File: src/sv/hbom_pkg.sv
// ----------------------------------------------------------------------------
// hbom_pkg: shared types and constants of the helmet box overlap matcher
// box layouts, operation codes, counter limits and match stage results
// ----------------------------------------------------------------------------
package hbom_pkg;

  localparam int unsigned COORD_W = 12;
  localparam int unsigned EDGE_W  = COORD_W + 1;
  localparam int unsigned CNT_W   = 10;
  localparam int unsigned THR_W   = 10;
  localparam int unsigned BOX_W   = 4 * COORD_W;

  localparam logic [CNT_W-1:0] CNT_MAX   = {CNT_W{1'b1}};
  localparam logic [THR_W-1:0] THR_RESET = THR_W'(200);

  localparam logic [1:0] OP_CLEAR = 2'd0;
  localparam logic [1:0] OP_STORE = 2'd1;
  localparam logic [1:0] OP_CHECK = 2'd2;

  // left in the lowest bits
  typedef struct packed {
    logic [COORD_W-1:0] height;
    logic [COORD_W-1:0] width;
    logic [COORD_W-1:0] top;
    logic [COORD_W-1:0] left;
  } box_t;

  // upper half of the person box as edges
  typedef struct packed {
    logic [COORD_W-1:0] left;
    logic [EDGE_W-1:0]  right;
    logic [COORD_W-1:0] top;
    logic [EDGE_W-1:0]  bottom;
  } person_t;

  typedef struct packed {
    logic valid;
    logic last;
    logic hit;
  } hit_t;

endpackage

File: src/sv/hbom_match.sv
// ----------------------------------------------------------------------------
// hbom_match: shared overlap test unit
// four stage pipeline, one stored hat per cycle against the person half box
// ----------------------------------------------------------------------------
module hbom_match (
  input  logic                          clk_i,
  input  logic                          rst_ni,
  input  logic                          valid_i,
  input  logic                          last_i,
  input  hbom_pkg::box_t                hat_i,
  input  hbom_pkg::person_t             person_i,
  input  logic [hbom_pkg::THR_W-1:0]    thr_i,
  output hbom_pkg::hit_t                hit_o
);

  localparam int unsigned EW  = hbom_pkg::EDGE_W;
  localparam int unsigned CW  = hbom_pkg::COORD_W;
  localparam int unsigned OVW = 2 * EW;
  localparam int unsigned HAW = 2 * CW;
  localparam int unsigned LW  = OVW + 10;
  localparam int unsigned RW  = HAW + hbom_pkg::THR_W;

  logic [EW-1:0]  hat_r, hat_b;
  logic [CW-1:0]  xl, yt;
  logic [EW-1:0]  xr, yb;
  logic [EW-1:0]  ow_d, oh_d;

  logic [1:0]     v_q [3:0];
  logic [EW-1:0]  ow_q, oh_q;
  logic [CW-1:0]  hw_q, hh_q;
  logic [OVW-1:0] ov_q;
  logic [HAW-1:0] ha_q;
  logic [LW-1:0]  lhs_q;
  logic [RW-1:0]  rhs_q;
  logic           nz_q;
  logic           hit_q;

  // overlap extents
  always_comb begin
    hat_r = {1'b0, hat_i.left} + {1'b0, hat_i.width};
    hat_b = {1'b0, hat_i.top} + {1'b0, hat_i.height};
    xl    = (person_i.left > hat_i.left) ? person_i.left : hat_i.left;
    yt    = (person_i.top > hat_i.top) ? person_i.top : hat_i.top;
    xr    = (person_i.right < hat_r) ? person_i.right : hat_r;
    yb    = (person_i.bottom < hat_b) ? person_i.bottom : hat_b;
    ow_d  = (xr > {1'b0, xl}) ? (xr - {1'b0, xl}) : '0;
    oh_d  = (yb > {1'b0, yt}) ? (yb - {1'b0, yt}) : '0;
  end

  // stage valid and last tags
  always_ff @(posedge clk_i or negedge rst_ni) begin
    if (!rst_ni) begin
      for (int i = 0; i < 4; i++) begin
        v_q[i] <= 2'b00;
      end
    end else begin
      v_q[0] <= {last_i, valid_i};
      for (int i = 1; i < 4; i++) begin
        v_q[i] <= v_q[i-1];
      end
    end
  end

  always_ff @(posedge clk_i) begin
    ow_q  <= ow_d;
    oh_q  <= oh_d;
    hw_q  <= hat_i.width;
    hh_q  <= hat_i.height;
    ov_q  <= OVW'(ow_q) * OVW'(oh_q);
    ha_q  <= HAW'(hw_q) * HAW'(hh_q);
    // times 1000 as 1024 - 16 - 8
    lhs_q <= {ov_q, 10'b0} - LW'({ov_q, 4'b0}) - LW'({ov_q, 3'b0});
    rhs_q <= RW'(thr_i) * RW'(ha_q);
    nz_q  <= (ha_q != '0);
    hit_q <= nz_q && (lhs_q > LW'(rhs_q));
  end

  assign hit_o.valid = v_q[3][0];
  assign hit_o.last  = v_q[3][1];
  assign hit_o.hit   = hit_q;

endmodule

File: config.mk
export PLATFORM = sky130hd
export DESIGN_NAME = hbom_match
export DESIGN_NICKNAME = d
export VERILOG_FILES = /design/src/sv/hbom_pkg.sv /design/src/sv/hbom_match.sv
export SDC_FILE = /design/constraint.sdc
export NUM_CORES = 2
export LEC_CHECK = 0
export BUFFER_PORTS_ARGS = -buffer_cell sky130_fd_sc_hd__buf_2
export CORE_ASPECT_RATIO = 0.6
export CORE_UTILIZATION = 59
export DETAILED_ROUTE_END_ITERATION = 10
export PLACE_DENSITY = 0.8
export SLEW_MARGIN = 20
export SYNTH_ARGS = -nofsm -noshare
export SYNTH_HDL_FRONTEND = slang
export SYNTH_SLANG_ARGS = --single-unit
File: constraint.sdc
create_clock -name clk_i -period 4.9 [get_ports clk_i]
set_clock_uncertainty 0.15 [all_clocks]
set_input_delay 0.245 -clock clk_i [delete_from_list [all_inputs] [get_ports clk_i]]
set_output_delay 0.245 -clock clk_i [all_outputs]
set_load 0.1 [all_outputs]
==> summary.md <==
| Metric | Value |
|---|---|
| Num CTS Buffers | 17 |
| Hold path start | person_i[13] |
| H-tree depth | 4 |
| RSZ-0062 raised after global routing | yes |
| Mapped Cells | roughly 3200 |
| Routed Antenna Nets | 0 |
| Multi-input gate area | between 20000 and 25000 µm² |
| Yosys cell types | 78 |
| Gpl congestion | 0.997 |
| GRT Util Overall | 33.7% |
| Dpl ws | -695 ps |
| Worst setup SP type | flop |
| Clock-pin slew on the worst setup and hold paths | 90 ps |
| Total grt overflow | 0 |
| Antenna cells | 0 |
| Hold Slack | 126 ps |
| Final slew viol count | 0 |
| Status | complete, but fails checks |
| Crit path DAT | 5450 ps |
| Hold path depth | 4 |
| Wirelength, routed | 83.6 mm |
| FF-to-FF Start | ow_q[8] |
| First-pass GRT wire length | ~130 mm |
| Fillers | 3003 |
| HPWL after DPL | 64.1 mm |
| DIE HEIGHT | 172 µm |
| Final Util | 76.7% |
| Hold Path End | oh_q[0] |
| Fmax | 191 MHz |
| R2R Setup Slk | -330 ps |
| Peak fanout along the critical path | 6 |
| DR WL/cell | 19.0 µm |
| Worst slew pin tran | about 1200 ps |
| Vias in the first global route | 26000 |
| Number of top-level pins | 115 |
| Sequential share of the synthesized area | 12.7% |
| Hold WC Path Type | in -> reg |
| NumNets Final | between 4000 and 5000 |
| Bufs on Longest Clock Path | 2 |
| Syn. warnings | 0 |
| Register area | 3770 µm² |
| DRC errors left | 0 |
| Worst Reg-to-Reg Cells | 19 |
| Max-Slew Margin vs Limit | 19.7% |
| Synth Cell Area | 28300 µm² |
| Synthesis-to-finish area growth | 26.9% |
| Syn Area/Cell | around 8.7 µm² |
| Initial core utilization | 60.4% |
| EDFF count, synth | 0 |
| Failing checks | setup timing |
| DR vias | about 25000 |
| Fraction of layout cells with a size suffix above 1 | 26.7% |
| Largest net degree at the start of global routing | 25 |
| Final design instance area without fill | roughly 36000 µm² |
| Port bufs | 114 |
| Period utilization | 107% |
| Die width | approximately 280 µm |
| CP endpoint kind | flop |
| Yosys reg bits | 177 |
| Placed cell area | approximately 32000 µm² |
| Minimum clock period | approximately 5200 ps |
| Antenna violations before repair | 0 |
| Clock Sinks | 177 |
| Post-synth ARST share | between 4 and 5% |
| Core area | 46900 µm² |
| Reg2Reg Capture Point | ov_q[24] |
| Synth Net Count | just over 4000 |
| FP Rows | 61 |
| DRT Pass-1 Iters | 6 |
| CTS tree | built |
| Ys flop type | dfxtp_1 |
| Drt via density | 5.67 |
| First DRT Iteration DRCs | between 2000 and 2500 |
| Final setup viols | 38 |
| CTS Root Cell | clkbuf_16 |
| Die area | a little under 50000 µm² |
| Final Worst Setup Slack | -326 ps |
| Clock Latency Late Sink | between 400 and 500 ps |
| Critical path class | reg -> reg |
| Max cap viols | 0 |
| Worst Path Required | 5120 ps |
| Hold Vio Cnt, Final | 0 |
cell usage after synthesis, types with 5 or more instances:
cell / count / share of area (%)
and4_1: 5 / 0.15
inv_1: 586 / 7.8
a211oi_1: 7 / 0.19
clkbuf_1: 108 / 1.4
o21ai_0: 99 / 1.7
and2_1: 245 / 5.4
nand4_1: 32 / 0.71
a31oi_1: 17 / 0.38
o21a_1: 14 / 0.37
xor2_1: 48 / 1.5
nor2_1: 85 / 1.1
mux2i_1: 28 / 0.99
dfrtp_1: 8 / 0.71
nand3_1: 26 / 0.46
a21boi_0: 5 / 0.13
and3_1: 18 / 0.40
buf_2: 8 / 0.14
a21oi_2: 6 / 0.19
or3_1: 9 / 0.20
nand2_1: 414 / 5.5
nand2b_1: 14 / 0.31
dfxtp_1: 169 / 12
fa_1: 418 / 30
a21oi_1: 148 / 2.6
a21o_1: 83 / 2.2
nor3_1: 27 / 0.48
nor2b_1: 25 / 0.55
nor4_1: 8 / 0.18
o21ai_2: 5 / 0.15
ha_1: 368 / 16
xnor2_1: 88 / 2.7
o21bai_1: 23 / 0.61
o31ai_1: 5 / 0.13
o211ai_1: 12 / 0.32
state kept, by name (all words and copies together), names as in the netlist:
| name | cells |
|---|---|
| ha_q | 24 |
| nz_q | 1 |
| hit_q | 1 |
| v_q | 6 |
| hh_q | 12 |
| hit_o | 2 |
| lhs_q | 33 |
| oh_q | 13 |
| hw_q | 12 |
| ov_q | 26 |
| ow_q | 13 |
| rhs_q | 34 |
critical path, stage by stage (launching register included):
cell	delay (ps)
dfxtp_4	400
buf_6	160
and2_4	150
fa_2	600
inv_2	40
fa_2	520
inv_2	40
fa_1	450
fa_1	490
inv_1	50
fa_1	480
inv_2	50
ha_4	210
a21o_1	170
a21o_1	160
a21o_1	160
a211o_1	270
a21o_1	200
a311oi_2	260
xnor2_1	110
layout by cell type, fill, tap and decap left out, types with 18 or more instances in the layout:
cell / count
dfxtp_4: 45
fa_1: 400
buf_4: 404
o21ai_0: 70
mux2i_1: 26
nand4_1: 32
o21bai_1: 19
nand3_1: 22
clkbuf_16: 18
dfxtp_1: 110
buf_6: 63
nand2_2: 19
a21o_1: 83
nand2_1: 389
nor2b_1: 23
and2_1: 225
a21oi_1: 100
and2_4: 21
xor2_1: 46
ha_1: 324
inv_1: 546
dlygate4sd3_1: 28
o21ai_2: 18
fa_2: 18
ha_4: 36
buf_2: 112
inv_2: 40
xnor2_1: 79
a21oi_2: 43
nor2_1: 80
what timing repair did:
| action | CTS | global route |
|---|---|---|
| gates resized for setup | 251 | 245 |
| buffers inserted | 59 | 40 |
| pin swaps | 156 | 165 |
| hold buffers | 28 | 0 |
| hold endpoints to repair | 34 | 0 |
| setup endpoints to repair | 58 | 74 |
| cloned | 0 | 2 |
how the worst max path moves through the flow:
stage / end / startpoint / slack [ps]
detailed placement: oh_q[10] / hat_i[36] / -700
finish: ov_q[24] / ow_q[8] / -330
global placement: rhs_q[31] / thr_i[1] / -580
global route: ha_q[23] / hh_q[3] / -500
floorplan: ov_q[24] / oh_q[7] / -50
CTS: ov_q[24] / ow_q[7] / -260
layer usage:
metal | vias to the layer above | global-route usage, % | share of wire [%]
li1 | 11300 | - | -
met1 | 12200 | 48.0 | 43
met2 | 1187 | 53.8 | 45
met3 | 183 | 5.36 | 9.3
met4 | 0 | 8.37 | 2.5
met5 | - | 0 | 0
metrics by stage:
| step | setup TNS (ps) | instances |
|---|---|---|
| after floorplan | -50.4 | 3237 |
| after global placement | -21000 | 4243 |
| after detailed placement | -28340 | 4243 |
| after CTS | -2920 | 4360 |
| after global routing | -13860 | 4395 |
| final | -6450 | 4395 |
kinds of logic after synthesis:
group / Yosys count / share of synthesized area, %
and+or+nand+nor: 923 / 15.9
adders and majority gates: 786 / 45.8
buffers and inverters: 710 / 9.54
AOI/OAI and AO/OA: 473 / 10.8
DFF: 177 / 12.7
xor gates and xnor gates: 136 / 4.21
muxes: 32 / 1.15
final cells by class:
cell class              count  area share (%)
well taps                 630            2.19
clock buffers              18            1.22
multi-input cells        2351            65.9
clock inverters            14           0.585
repair buffers            619            13.4
inverters                 586            6.12
flip-flops and latches    177            10.5
Power is not shown: default switching activity piles up to over one toggle a cycle in this logic, so the estimate is an artifact.
